## src/rtl/gauge_attack_release_smoother_assert.svh

```systemverilog
// Assertion macros shared by the smoother RTL files.
`ifndef GAUGE_ATTACK_RELEASE_SMOOTHER_ASSERT_SVH
`define GAUGE_ATTACK_RELEASE_SMOOTHER_ASSERT_SVH
`ifndef SYNTHESIS
`define GARS_ASSERT(label, prop, msg) \
    label: assert property (@(posedge clk) disable iff (!rst_n) prop) else $error(msg);
`define GARS_ASSERT_ALWAYS(label, prop, msg) \
    label: assert property (@(posedge clk) prop) else $error(msg);
`else
`define GARS_ASSERT(label, prop, msg)
`define GARS_ASSERT_ALWAYS(label, prop, msg)
`endif
`endif

```

## src/rtl/gars_pkg.sv

```systemverilog
// Shared types and constants of the gauge smoother.
package gars_pkg;

    localparam int CFG_IDX_W  = 3;
    localparam int CFG_DATA_W = 24;

    localparam logic [CFG_IDX_W-1:0] REG_FULL_SCALE   = 3'd0;
    localparam logic [CFG_IDX_W-1:0] REG_ATTACK_GAIN  = 3'd1;
    localparam logic [CFG_IDX_W-1:0] REG_RELEASE_GAIN = 3'd2;
    localparam logic [CFG_IDX_W-1:0] REG_COLOR_LOW    = 3'd3;
    localparam logic [CFG_IDX_W-1:0] REG_COLOR_MID    = 3'd4;
    localparam logic [CFG_IDX_W-1:0] REG_COLOR_HIGH   = 3'd5;

    localparam logic [7:0]  RST_FULL_SCALE   = 8'd100;
    localparam logic [7:0]  RST_ATTACK_GAIN  = 8'd77;
    localparam logic [7:0]  RST_RELEASE_GAIN = 8'd13;
    localparam logic [23:0] RST_COLOR_LOW    = 24'h00C8FF;
    localparam logic [23:0] RST_COLOR_MID    = 24'hFFB000;
    localparam logic [23:0] RST_COLOR_HIGH   = 24'hFF2020;

    localparam int RATIO_W = 17;
    localparam logic [RATIO_W-1:0] RATIO_ONE  = 17'h10000;
    localparam logic [RATIO_W-1:0] RATIO_HALF = 17'h08000;

    typedef struct packed {
        logic       load;
        logic [7:0] level;
    } cmd_t;

    typedef struct packed {
        logic [7:0]  full_scale;
        logic [7:0]  attack_gain;
        logic [7:0]  release_gain;
        logic [23:0] color_low;
        logic [23:0] color_mid;
        logic [23:0] color_high;
    } cfg_t;

    typedef struct packed {
        logic [7:0] shown_level;
        logic [9:0] fill_amount;
        logic [7:0] red;
        logic [7:0] green;
        logic [7:0] blue;
        logic       settled;
    } result_t;

endpackage

```

## src/rtl/gars_if.sv

```systemverilog
// Valid/ready channel interfaces for commands and results.
interface gars_cmd_if;
    logic       valid;
    logic       ready;
    logic       kind;
    logic [7:0] level;

    modport source (output valid, output kind, output level, input ready);
    modport sink (input valid, input kind, input level, output ready);
endinterface

interface gars_result_if;
    logic       valid;
    logic       ready;
    logic [7:0] shown_level;
    logic [9:0] fill_amount;
    logic [7:0] red;
    logic [7:0] green;
    logic [7:0] blue;
    logic       settled;

    modport source (output valid, output shown_level, output fill_amount, output red,
                    output green, output blue, output settled, input ready);
    modport sink (input valid, input shown_level, input fill_amount, input red,
                  input green, input blue, input settled, output ready);
endinterface

```

## src/rtl/gars_front.sv

```systemverilog
// Command front end: accept, classify and queue items for the step engine.
`include "gauge_attack_release_smoother_assert.svh"

module gars_front (
    input  logic           clk,
    input  logic           rst_n,
    gars_cmd_if.sink       cmd,
    output gars_pkg::cmd_t q_cmd,
    output logic           q_valid,
    input  logic           q_ready
);
    import gars_pkg::*;

    localparam int DEPTH = 2;
    localparam int PTR_W = $clog2(DEPTH);
    localparam int CNT_W = $clog2(DEPTH + 1);

    cmd_t             entry_reg [DEPTH];
    logic [PTR_W-1:0] wr_ptr_reg;
    logic [PTR_W-1:0] rd_ptr_reg;
    logic [CNT_W-1:0] count_reg;
    logic [CNT_W-1:0] count_next;
    logic             push;
    logic             pop;
    cmd_t             incoming;

    assign cmd.ready = (count_reg != CNT_W'(DEPTH));
    assign push      = cmd.valid && cmd.ready;
    assign q_valid   = (count_reg != '0);
    assign pop       = q_valid && q_ready;
    assign q_cmd     = entry_reg[rd_ptr_reg];

    always_comb
    begin
        incoming.load  = ~cmd.kind;
        incoming.level = cmd.level;
    end

    always_comb
    begin
        count_next = count_reg;
        if (push && !pop)
        begin
            count_next = count_reg + CNT_W'(1);
        end
        else if (pop && !push)
        begin
            count_next = count_reg - CNT_W'(1);
        end
    end

    always_ff @(posedge clk or negedge rst_n)
    begin
        if (!rst_n)
        begin
            wr_ptr_reg <= '0;
            rd_ptr_reg <= '0;
            count_reg  <= '0;
        end
        else
        begin
            count_reg <= count_next;
            if (push)
            begin
                wr_ptr_reg <= (wr_ptr_reg == PTR_W'(DEPTH - 1)) ? '0 : wr_ptr_reg + PTR_W'(1);
            end
            if (pop)
            begin
                rd_ptr_reg <= (rd_ptr_reg == PTR_W'(DEPTH - 1)) ? '0 : rd_ptr_reg + PTR_W'(1);
            end
        end
    end

    always_ff @(posedge clk)
    begin
        if (push)
        begin
            entry_reg[wr_ptr_reg] <= incoming;
        end
    end

    `GARS_ASSERT(a_count_range, count_reg <= CNT_W'(DEPTH), "queue count beyond depth")
    `GARS_ASSERT(a_count_up, push && !pop |=> count_reg == $past(count_reg) + CNT_W'(1),
        "queue count missed a push")
    `GARS_ASSERT(a_count_down, pop && !push |=> count_reg == $past(count_reg) - CNT_W'(1),
        "queue count missed a pop")

endmodule

```

## src/rtl/gars_back.sv

```systemverilog
// Step engine: level smoothing, iterative ratio divide, fill and color ramp.
`include "gauge_attack_release_smoother_assert.svh"

module gars_back #(
    parameter int FILL_SCALE = 1000,
    parameter int FRAC_BITS  = 8
) (
    input  logic           clk,
    input  logic           rst_n,
    input  gars_pkg::cfg_t cfg,
    input  gars_pkg::cmd_t q_cmd,
    input  logic           q_valid,
    output logic           q_ready,
    gars_result_if.source  result
);
    import gars_pkg::*;

    localparam int W      = 8 + FRAC_BITS;
    localparam int FILL_W = $clog2(FILL_SCALE + 1);
    localparam int PROD_W = (RATIO_W + FILL_W + 1 > 26) ? RATIO_W + FILL_W + 1 : 26;
    localparam int QUO_W  = 16;
    localparam int CNT_W  = $clog2(QUO_W);
    localparam logic [W-1:0] HALF_Q = {{(W-1){1'b0}}, 1'b1} << (FRAC_BITS - 1);

    localparam logic [2:0] S_IDLE  = 3'd0;
    localparam logic [2:0] S_STEP  = 3'd1;
    localparam logic [2:0] S_APPLY = 3'd2;
    localparam logic [2:0] S_DIV   = 3'd3;
    localparam logic [2:0] S_SCALE = 3'd4;
    localparam logic [2:0] S_DONE  = 3'd5;

    logic [2:0]          state_reg, state_next;
    logic [W-1:0]        shown_q_reg, shown_q_next;
    logic [7:0]          goal_reg, goal_next;
    logic [W-1:0]        step_reg, step_next;
    logic                snap_reg, snap_next;
    logic                up_reg, up_next;
    logic                settled_reg, settled_next;
    logic [W:0]          rem_reg, rem_next;
    logic [QUO_W-1:0]    quo_reg, quo_next;
    logic [CNT_W-1:0]    cnt_reg, cnt_next;
    logic [RATIO_W-1:0]  ratio_reg, ratio_next;
    logic [PROD_W-1:0]   fill_prod_reg, fill_prod_next;
    logic [7:0]          base_reg [3];
    logic [7:0]          base_next [3];
    logic [7:0]          mag_reg [3];
    logic [7:0]          mag_next [3];
    logic                dn_reg [3];
    logic                dn_next [3];
    result_t             result_reg, result_next;
    logic                out_valid_reg, out_valid_next;

    logic [W-1:0]        goal_q;
    logic [W-1:0]        diff;
    logic [7:0]          gain;
    logic [W+7:0]        step_prod;
    logic [W-1:0]        step_raw;
    logic [W-1:0]        shown_upd;
    logic [W-1:0]        dvs;
    logic [W:0]          rem_sh;
    logic                rem_ge;
    logic [QUO_W-1:0]    quo_shift;
    logic                low_half;
    logic [RATIO_W-1:0]  t_base;
    logic [RATIO_W-1:0]  ramp_t;
    logic [23:0]         col_a;
    logic [23:0]         col_b;
    logic [7:0]          ca;
    logic [7:0]          cb;
    logic [7:0]          dmag;
    logic [24:0]         ramp_prod;
    logic [PROD_W-1:0]   fill_sum;
    logic [W:0]          shown_rnd;
    logic                out_free;

    assign goal_q    = {goal_reg, {FRAC_BITS{1'b0}}};
    assign dvs       = {cfg.full_scale, {FRAC_BITS{1'b0}}};
    assign up_next   = (shown_q_reg <= goal_q);
    assign diff      = up_next ? goal_q - shown_q_reg : shown_q_reg - goal_q;
    assign gain      = up_next ? cfg.attack_gain : cfg.release_gain;
    assign step_prod = (W + 8)'(diff) * (W + 8)'(gain);
    assign step_raw  = step_prod[W+7:8];
    assign shown_upd = snap_reg ? goal_q : (up_reg ? shown_q_reg + step_reg
                                                   : shown_q_reg - step_reg);
    assign rem_sh    = {rem_reg[W-1:0], 1'b0};
    assign rem_ge    = (rem_sh >= {1'b0, dvs});
    assign quo_shift = {quo_reg[QUO_W-2:0], rem_ge};
    assign low_half  = (ratio_reg < RATIO_HALF);
    assign t_base    = low_half ? ratio_reg : ratio_reg - RATIO_HALF;
    assign ramp_t    = {t_base[RATIO_W-2:0], 1'b0};
    assign col_a     = low_half ? cfg.color_low : cfg.color_mid;
    assign col_b     = low_half ? cfg.color_mid : cfg.color_high;
    assign fill_sum  = fill_prod_reg + PROD_W'(RATIO_HALF);
    assign shown_rnd = {1'b0, shown_q_reg} + (W + 1)'(HALF_Q);
    assign out_free  = !out_valid_reg || result.ready;
    assign q_ready   = (state_reg == S_IDLE);

    always_comb
    begin
        state_next     = state_reg;
        shown_q_next   = shown_q_reg;
        goal_next      = goal_reg;
        step_next      = step_reg;
        snap_next      = snap_reg;
        settled_next   = settled_reg;
        rem_next       = rem_reg;
        quo_next       = quo_reg;
        cnt_next       = cnt_reg;
        ratio_next     = ratio_reg;
        fill_prod_next = fill_prod_reg;
        result_next    = result_reg;
        out_valid_next = out_valid_reg && !result.ready;
        ca             = '0;
        cb             = '0;
        dmag           = '0;
        ramp_prod      = '0;
        for (int c = 0; c < 3; c++)
        begin
            base_next[c] = base_reg[c];
            mag_next[c]  = mag_reg[c];
            dn_next[c]   = dn_reg[c];
        end
        unique case (state_reg)
            S_IDLE:
            begin
                if (q_valid)
                begin
                    if (q_cmd.load)
                    begin
                        goal_next = q_cmd.level;
                    end
                    state_next = S_STEP;
                end
            end
            S_STEP:
            begin
                snap_next  = (diff < HALF_Q);
                step_next  = (step_raw == '0) ? {{(W-1){1'b0}}, 1'b1} : step_raw;
                state_next = S_APPLY;
            end
            S_APPLY:
            begin
                shown_q_next = shown_upd;
                settled_next = (shown_upd == goal_q);
                rem_next     = {1'b0, shown_upd};
                quo_next     = '0;
                cnt_next     = '0;
                if (cfg.full_scale == '0 || shown_upd >= dvs)
                begin
                    ratio_next = RATIO_ONE;
                    state_next = S_SCALE;
                end
                else
                begin
                    state_next = S_DIV;
                end
            end
            S_DIV:
            begin
                rem_next = rem_ge ? rem_sh - {1'b0, dvs} : rem_sh;
                quo_next = quo_shift;
                cnt_next = cnt_reg + CNT_W'(1);
                if (cnt_reg == CNT_W'(QUO_W - 1))
                begin
                    ratio_next = {1'b0, quo_shift};
                    state_next = S_SCALE;
                end
            end
            S_SCALE:
            begin
                fill_prod_next = PROD_W'(ratio_reg) * PROD_W'(FILL_SCALE);
                for (int c = 0; c < 3; c++)
                begin
                    ca           = col_a[8*(2-c) +: 8];
                    cb           = col_b[8*(2-c) +: 8];
                    dmag         = (cb >= ca) ? cb - ca : ca - cb;
                    ramp_prod    = 25'(dmag) * 25'(ramp_t);
                    base_next[c] = ca;
                    dn_next[c]   = (cb < ca);
                    mag_next[c]  = ramp_prod[23:16];
                end
                state_next = S_DONE;
            end
            S_DONE:
            begin
                if (out_free)
                begin
                    result_next.shown_level = shown_rnd[FRAC_BITS+7:FRAC_BITS];
                    result_next.fill_amount = fill_sum[25:16];
                    result_next.red   = dn_reg[0] ? base_reg[0] - mag_reg[0]
                                                  : base_reg[0] + mag_reg[0];
                    result_next.green = dn_reg[1] ? base_reg[1] - mag_reg[1]
                                                  : base_reg[1] + mag_reg[1];
                    result_next.blue  = dn_reg[2] ? base_reg[2] - mag_reg[2]
                                                  : base_reg[2] + mag_reg[2];
                    result_next.settled = settled_reg;
                    out_valid_next      = 1'b1;
                    state_next          = S_IDLE;
                end
            end
            default:
            begin
                state_next = S_IDLE;
            end
        endcase
    end

    always_ff @(posedge clk or negedge rst_n)
    begin
        if (!rst_n)
        begin
            state_reg     <= S_IDLE;
            shown_q_reg   <= '0;
            goal_reg      <= '0;
            out_valid_reg <= 1'b0;
        end
        else
        begin
            state_reg     <= state_next;
            shown_q_reg   <= shown_q_next;
            goal_reg      <= goal_next;
            out_valid_reg <= out_valid_next;
        end
    end

    always_ff @(posedge clk)
    begin
        step_reg      <= step_next;
        snap_reg      <= snap_next;
        up_reg        <= up_next;
        settled_reg   <= settled_next;
        rem_reg       <= rem_next;
        quo_reg       <= quo_next;
        cnt_reg       <= cnt_next;
        ratio_reg     <= ratio_next;
        fill_prod_reg <= fill_prod_next;
        result_reg    <= result_next;
        for (int c = 0; c < 3; c++)
        begin
            base_reg[c] <= base_next[c];
            mag_reg[c]  <= mag_next[c];
            dn_reg[c]   <= dn_next[c];
        end
    end

    assign result.valid       = out_valid_reg;
    assign result.shown_level = result_reg.shown_level;
    assign result.fill_amount = result_reg.fill_amount;
    assign result.red         = result_reg.red;
    assign result.green       = result_reg.green;
    assign result.blue        = result_reg.blue;
    assign result.settled     = result_reg.settled;

    `GARS_ASSERT(a_step_nonzero, state_reg == S_APPLY && !snap_reg |-> step_reg != '0,
        "non-snap step of zero")
    `GARS_ASSERT(a_ratio_range, state_reg == S_SCALE |-> ratio_reg <= RATIO_ONE,
        "ratio above full scale")
    `GARS_ASSERT(a_settled_goal, state_reg == S_DONE && settled_reg |-> shown_q_reg == goal_q,
        "settled flag without level at goal")

endmodule

```

## src/rtl/gauge_attack_release_smoother.sv

```systemverilog
// Top level of the attack/release gauge smoother with color ramp.
// Each command (new target level or timer tick) advances the displayed level
// one attack/release step and returns one result: rounded level, fill value,
// RGB fill color and a settled flag. An item goes from acceptance through a
// load state, the step multiply and update, the one-bit-per-cycle restoring
// divider that forms level/full_scale, the fill and color multipliers and a
// result register written once the output is free. At or above full scale (or
// with full scale zero) the divider is skipped. A two-entry queue accepts
// commands while the engine works; the output register holds a result until
// it is taken. The user must write the configuration registers through
// wr_en/wr_index/wr_data only while the block is idle, which is not enforced.
module gauge_attack_release_smoother #(
    parameter int FILL_SCALE = 1000,
    parameter int FRAC_BITS  = 8
) (
    input  logic                          clk,
    input  logic                          rst_n,
    gars_cmd_if.sink                      cmd,
    gars_result_if.source                 result,
    input  logic                          wr_en,
    input  logic [gars_pkg::CFG_IDX_W-1:0]  wr_index,
    input  logic [gars_pkg::CFG_DATA_W-1:0] wr_data
);
    import gars_pkg::*;

    cfg_t cfg_reg;
    cmd_t q_cmd;
    logic q_valid;
    logic q_ready;

    always_ff @(posedge clk or negedge rst_n)
    begin
        if (!rst_n)
        begin
            cfg_reg.full_scale   <= RST_FULL_SCALE;
            cfg_reg.attack_gain  <= RST_ATTACK_GAIN;
            cfg_reg.release_gain <= RST_RELEASE_GAIN;
            cfg_reg.color_low    <= RST_COLOR_LOW;
            cfg_reg.color_mid    <= RST_COLOR_MID;
            cfg_reg.color_high   <= RST_COLOR_HIGH;
        end
        else if (wr_en)
        begin
            unique case (wr_index)
                REG_FULL_SCALE:   cfg_reg.full_scale   <= wr_data[7:0];
                REG_ATTACK_GAIN:  cfg_reg.attack_gain  <= wr_data[7:0];
                REG_RELEASE_GAIN: cfg_reg.release_gain <= wr_data[7:0];
                REG_COLOR_LOW:    cfg_reg.color_low    <= wr_data;
                REG_COLOR_MID:    cfg_reg.color_mid    <= wr_data;
                REG_COLOR_HIGH:   cfg_reg.color_high   <= wr_data;
                default:
                begin
                end
            endcase
        end
    end

    gars_front u_front (
        .clk     (clk),
        .rst_n   (rst_n),
        .cmd     (cmd),
        .q_cmd   (q_cmd),
        .q_valid (q_valid),
        .q_ready (q_ready)
    );

    gars_back #(
        .FILL_SCALE (FILL_SCALE),
        .FRAC_BITS  (FRAC_BITS)
    ) u_back (
        .clk     (clk),
        .rst_n   (rst_n),
        .cfg     (cfg_reg),
        .q_cmd   (q_cmd),
        .q_valid (q_valid),
        .q_ready (q_ready),
        .result  (result)
    );

endmodule
```

## src/flat_wrapper.sv

```systemverilog
// flat-port wrapper written by rule: the top's interface ports become plain ports
module gauge_attack_release_smoother_flat import gars_pkg::*;
#(
    parameter int FILL_SCALE = 1000,
    parameter int FRAC_BITS  = 8
)
  (clk, rst_n, wr_en, wr_index, wr_data, cmd_valid, cmd_kind, cmd_level, cmd_ready, result_valid, result_shown_level, result_fill_amount, result_red, result_green, result_blue, result_settled, result_ready);
  gars_cmd_if cmd_i ();
  gars_result_if result_i ();
  input  logic clk;
  input  logic rst_n;
  input  logic wr_en;
  input  logic [gars_pkg::CFG_IDX_W-1:0] wr_index;
  input  logic [gars_pkg::CFG_DATA_W-1:0] wr_data;
  input wire logic [$bits(cmd_i.valid)-1:0] cmd_valid;
  input wire logic [$bits(cmd_i.kind)-1:0] cmd_kind;
  input wire logic [$bits(cmd_i.level)-1:0] cmd_level;
  output wire logic [$bits(cmd_i.ready)-1:0] cmd_ready;
  output wire logic [$bits(result_i.valid)-1:0] result_valid;
  output wire logic [$bits(result_i.shown_level)-1:0] result_shown_level;
  output wire logic [$bits(result_i.fill_amount)-1:0] result_fill_amount;
  output wire logic [$bits(result_i.red)-1:0] result_red;
  output wire logic [$bits(result_i.green)-1:0] result_green;
  output wire logic [$bits(result_i.blue)-1:0] result_blue;
  output wire logic [$bits(result_i.settled)-1:0] result_settled;
  input wire logic [$bits(result_i.ready)-1:0] result_ready;
  assign cmd_i.valid = cmd_valid;
  assign cmd_i.kind = cmd_kind;
  assign cmd_i.level = cmd_level;
  assign cmd_ready = cmd_i.ready;
  assign result_valid = result_i.valid;
  assign result_shown_level = result_i.shown_level;
  assign result_fill_amount = result_i.fill_amount;
  assign result_red = result_i.red;
  assign result_green = result_i.green;
  assign result_blue = result_i.blue;
  assign result_settled = result_i.settled;
  assign result_i.ready = result_ready;
  gauge_attack_release_smoother #(.FILL_SCALE(FILL_SCALE), .FRAC_BITS(FRAC_BITS)) u_core (.clk(clk), .rst_n(rst_n), .cmd(cmd_i), .result(result_i), .wr_en(wr_en), .wr_index(wr_index), .wr_data(wr_data));
endmodule
```

## config.mk

```make
export PLATFORM = sky130hd
export DESIGN_NAME = gauge_attack_release_smoother_flat
export DESIGN_NICKNAME = d
export VERILOG_FILES = /design/src/rtl/gars_pkg.sv /design/src/rtl/gars_if.sv /design/src/rtl/gars_front.sv /design/src/rtl/gars_back.sv /design/src/rtl/gauge_attack_release_smoother.sv /design/src/flat_wrapper.sv
export VERILOG_INCLUDE_DIRS = /design/src /design/src/rtl
export SDC_FILE = /design/constraint.sdc
export NUM_CORES = 2
export LEC_CHECK = 0
export BUFFER_PORTS_ARGS = -buffer_cell sky130_fd_sc_hd__clkbuf_2
export CAP_MARGIN = 20
export CORE_MARGIN = 2
export CORE_UTILIZATION = 48
export DETAILED_ROUTE_END_ITERATION = 8
export GPL_TIMING_DRIVEN = 0
export PLACE_DENSITY_LB_ADDON = 0.25
export REMOVE_ABC_BUFFERS = 1
export SETUP_SLACK_MARGIN = 0.3
export SLEW_MARGIN = 10
export SYNTH_ARGS = -nofsm -noshare
export SYNTH_HDL_FRONTEND = slang
export SYNTH_SLANG_ARGS = --single-unit
```

## constraint.sdc

```tcl
create_clock -name clk -period 12.05 [get_ports clk]
set_clock_uncertainty 0.15 [all_clocks]
set_input_delay 3.615 -clock clk [delete_from_list [all_inputs] [get_ports clk]]
set_output_delay 3.615 -clock clk [all_outputs]
set_load 0.02 [all_outputs]
```

==> results.sh <==
export IMPL_cts_tree="yes"
export IMPL_portBuffers=85
export IMPL_synth_warnings=0
export IMPL_setup_tns_ns=0
export IMPL_hold_path_class="reg2reg"
export IMPL_setup_slack_ns=2.61
export IMPL_routed_via_count=23800
export IMPL_final_common_cell="inv_1"
export IMPL_drt_wl_total_mm=76.7
export IMPL_hold_buffers=0
export IMPL_cpPeakStageDelay_ns=0.71
export IMPL_syn2layout_area_growth_pct=10.5
export IMPL_path_clk_slew_ns=0.07
export IMPL_ys_flop_type="edfxtp_1"
export IMPL_largest_register_ffs=96
export IMPL_n_antenna_cell=0
export IMPL_antenna_found_initial=3
export IMPL_clockBufferDepth=3
export IMPL_end_kind="register"
export IMPL_dieArea_um2=74700
export IMPL_crit_fanout=48
export IMPL_final_cell_mix="582 x inv_1, 398 x fa_1, 328 x ha_1"
export IMPL_path_class="reg2reg"
export IMPL_finalMaxSlewViolations=0
export IMPL_gp_congestion=0.846
export IMPL_clock_sinks=322
export IMPL_layout_drive_gt1_share=0.120
export IMPL_io_pins=86
export IMPL_synth_seq_cells=322
export IMPL_synth_edff_count=193
export IMPL_antenna_left=0
export IMPL_max_freq_mhz=106
export IMPL_root_buffer="clkbuf_16"
export IMPL_synth_area_um2=34800
export IMPL_grt_pass1_vias=24900
export IMPL_async_flop_share=0.398
export IMPL_grt_pass1_wl_mm=129
export IMPL_syn_area_per_cell_um2=10.1
export IMPL_critPathSlowestCell="ha_1"
export IMPL_worst_slew_pin_transition_ns=1.15
export IMPL_cts_max_level=2
export IMPL_rows=98
export IMPL_rsz0062_at_grt="false"
export IMPL_start_util=0.486
export IMPL_vias_per_cell=5.30
export IMPL_fp_dieW_um=273
export IMPL_numCtsBuffers=39
export IMPL_cts_resized=0
export IMPL_drt_wirelength_per_cell_um=17.1
export IMPL_outcome="finished, final reports clean"
export IMPL_cp_common_cell="fa_1"
export IMPL_insertion_delay_ns=0.57
export IMPL_crit_arrival_ns=9.58
export IMPL_startpoint_type="register"
export IMPL_slew_headroom=0.225
export IMPL_final_hold_viol_count=0
export IMPL_fin_util=0.537
export IMPL_seq_area_frac_synth=0.260
export IMPL_overflow=0
export IMPL_min_period_over_period=0.783
export IMPL_hpwlAfterDp_mm=59.6
export IMPL_grt_max_degree=95
export IMPL_syn_instance_count=3439
export IMPL_synth_cell_types=89
export IMPL_dp_slack_ns=2.30
export IMPL_dieHeight_um=273
export IMPL_nets=4277
export IMPL_drtIter0Drc=1087
export IMPL_drcViolationCount=0
export IMPL_drtPass1Iterations=5
export IMPL_grt_util_all_layers=0.213
export IMPL_coreArea_um2=71600
export IMPL_fin_crit_ns=9.44
export IMPL_setup_viol=0
export IMPL_maxCapViolCount=0
export IMPL_critPathRequiredTime_ns=12.19
export IMPL_cts_setup_buffers=0
==> cells by family (layout without fill, tap and decap cells) <==
family / Yosys count / count (layout) / share of synthesized area
simple gates: 942 / 942 / 0.140
compound gates: 370 / 370 / 0.0682
fa+ha+maj: 727 / 727 / 0.347
buf+inv: 689 / 790 / 0.0743
flops: 322 / 322 / 0.260
xor+xnor: 189 / 189 / 0.0479
mux: 200 / 200 / 0.0617
==> critical path: cells and delay by family, from the launching register on <==
family                   cells  cell delay, ns
multiplexers                 2            0.57
adder cells (fa/ha/maj)      7            3.09
XOR/XNOR                     1            0.10
AO/OA/AOI/OAI               10            3.10
flip-flops                   1            0.61
buffers and inverters        4            0.72
AND/OR/NAND/NOR              5            0.68
==> worst paths after layout <==
path,from,endpoint,slack [ns],depth (start not counted)
min reg2reg,u_core.u_back.settled_reg,u_core.u_back.result.settled,0.32,0
max,u_core.u_back.ratio_reg[16],u_core.u_back.mag_reg[0][15],2.61,29
max in group asynchronous,rst_n,u_core.cfg_reg[51],8.15,2
min,u_core.u_back.settled_reg,u_core.u_back.result.settled,0.32,0
max reg2reg,u_core.u_back.ratio_reg[16],u_core.u_back.mag_reg[0][15],2.61,29
min in group asynchronous,rst_n,u_core.cfg_reg[67],2.82,1
==> metal layers <==
layer / vias to the layer above / global-route usage / routed length, um
li1: 11300 / - / -
met4: 6 / 0.0585 / 1910
met5: - / 0 / 42
met3: 106 / 0.0225 / 2560
met1: 12000 / 0.285 / 34400
met2: 362 / 0.368 / 37800
==> final cells by class <==
class,instances,area [um2]
Clock buffer,52,1130
Clock inverter,20,268
Fill cell,6430,33100
Inverter,582,2180
Multi-Input combinational cell,2428,23400
Sequential cell,322,9070
Tap cell,950,1190
Timing Repair Buffer,136,1250
==> cells in the mapped netlist (4+ instances only) <==
cell / number / share of area
or2_2: 14 / 0.0025
nor3b_1: 5 / 0.0011
nand3_1: 45 / 0.0065
o21ai_0: 74 / 0.011
a211o_1: 9 / 0.0023
and3_1: 48 / 0.0086
nand3b_1: 6 / 0.0013
a21o_1: 40 / 0.0086
or3_1: 9 / 0.0016
mux2_2: 117 / 0.038
a21boi_0: 6 / 0.0013
xor2_1: 73 / 0.018
nand2_1: 214 / 0.023
o21ai_1: 8 / 0.0011
a21oi_1: 107 / 0.015
nor2_1: 204 / 0.022
and2_1: 191 / 0.034
nor2b_1: 48 / 0.0086
nor4_1: 13 / 0.0023
o31ai_1: 14 / 0.0030
nand2b_1: 58 / 0.010
clkbuf_1: 103 / 0.011
mux2i_1: 83 / 0.024
fa_1: 398 / 0.23
nand4_1: 20 / 0.0036
nor4b_1: 5 / 0.0013
o21bai_1: 16 / 0.0034
or2_1: 6 / 0.0011
inv_1: 582 / 0.063
ha_1: 329 / 0.12
nand4b_1: 4 / 0.0010
o21a_1: 12 / 0.0026
a211oi_1: 12 / 0.0026
xnor2_1: 115 / 0.029
edfxtp_1: 193 / 0.17
nor3_1: 32 / 0.0046
a221oi_1: 4 / 0.0010
a31oi_1: 21 / 0.0038
dfstp_2: 42 / 0.032
dfrtp_1: 86 / 0.062
==> per-stage QoR <==
step	instance area [um2]	hold WS, ns	instances
after floorplan	34400	0.250	3332
after global placement	36000	0.309	4367
after detailed placement	37000	0.275	4414
after CTS	38400	0.321	4486
after global routing	38500	0.334	4490
final	38500	0.318	4490
Power is left out: the tool's default activity adds up to more than one toggle a clock period on the data nets, which glitch-free logic cannot reach.
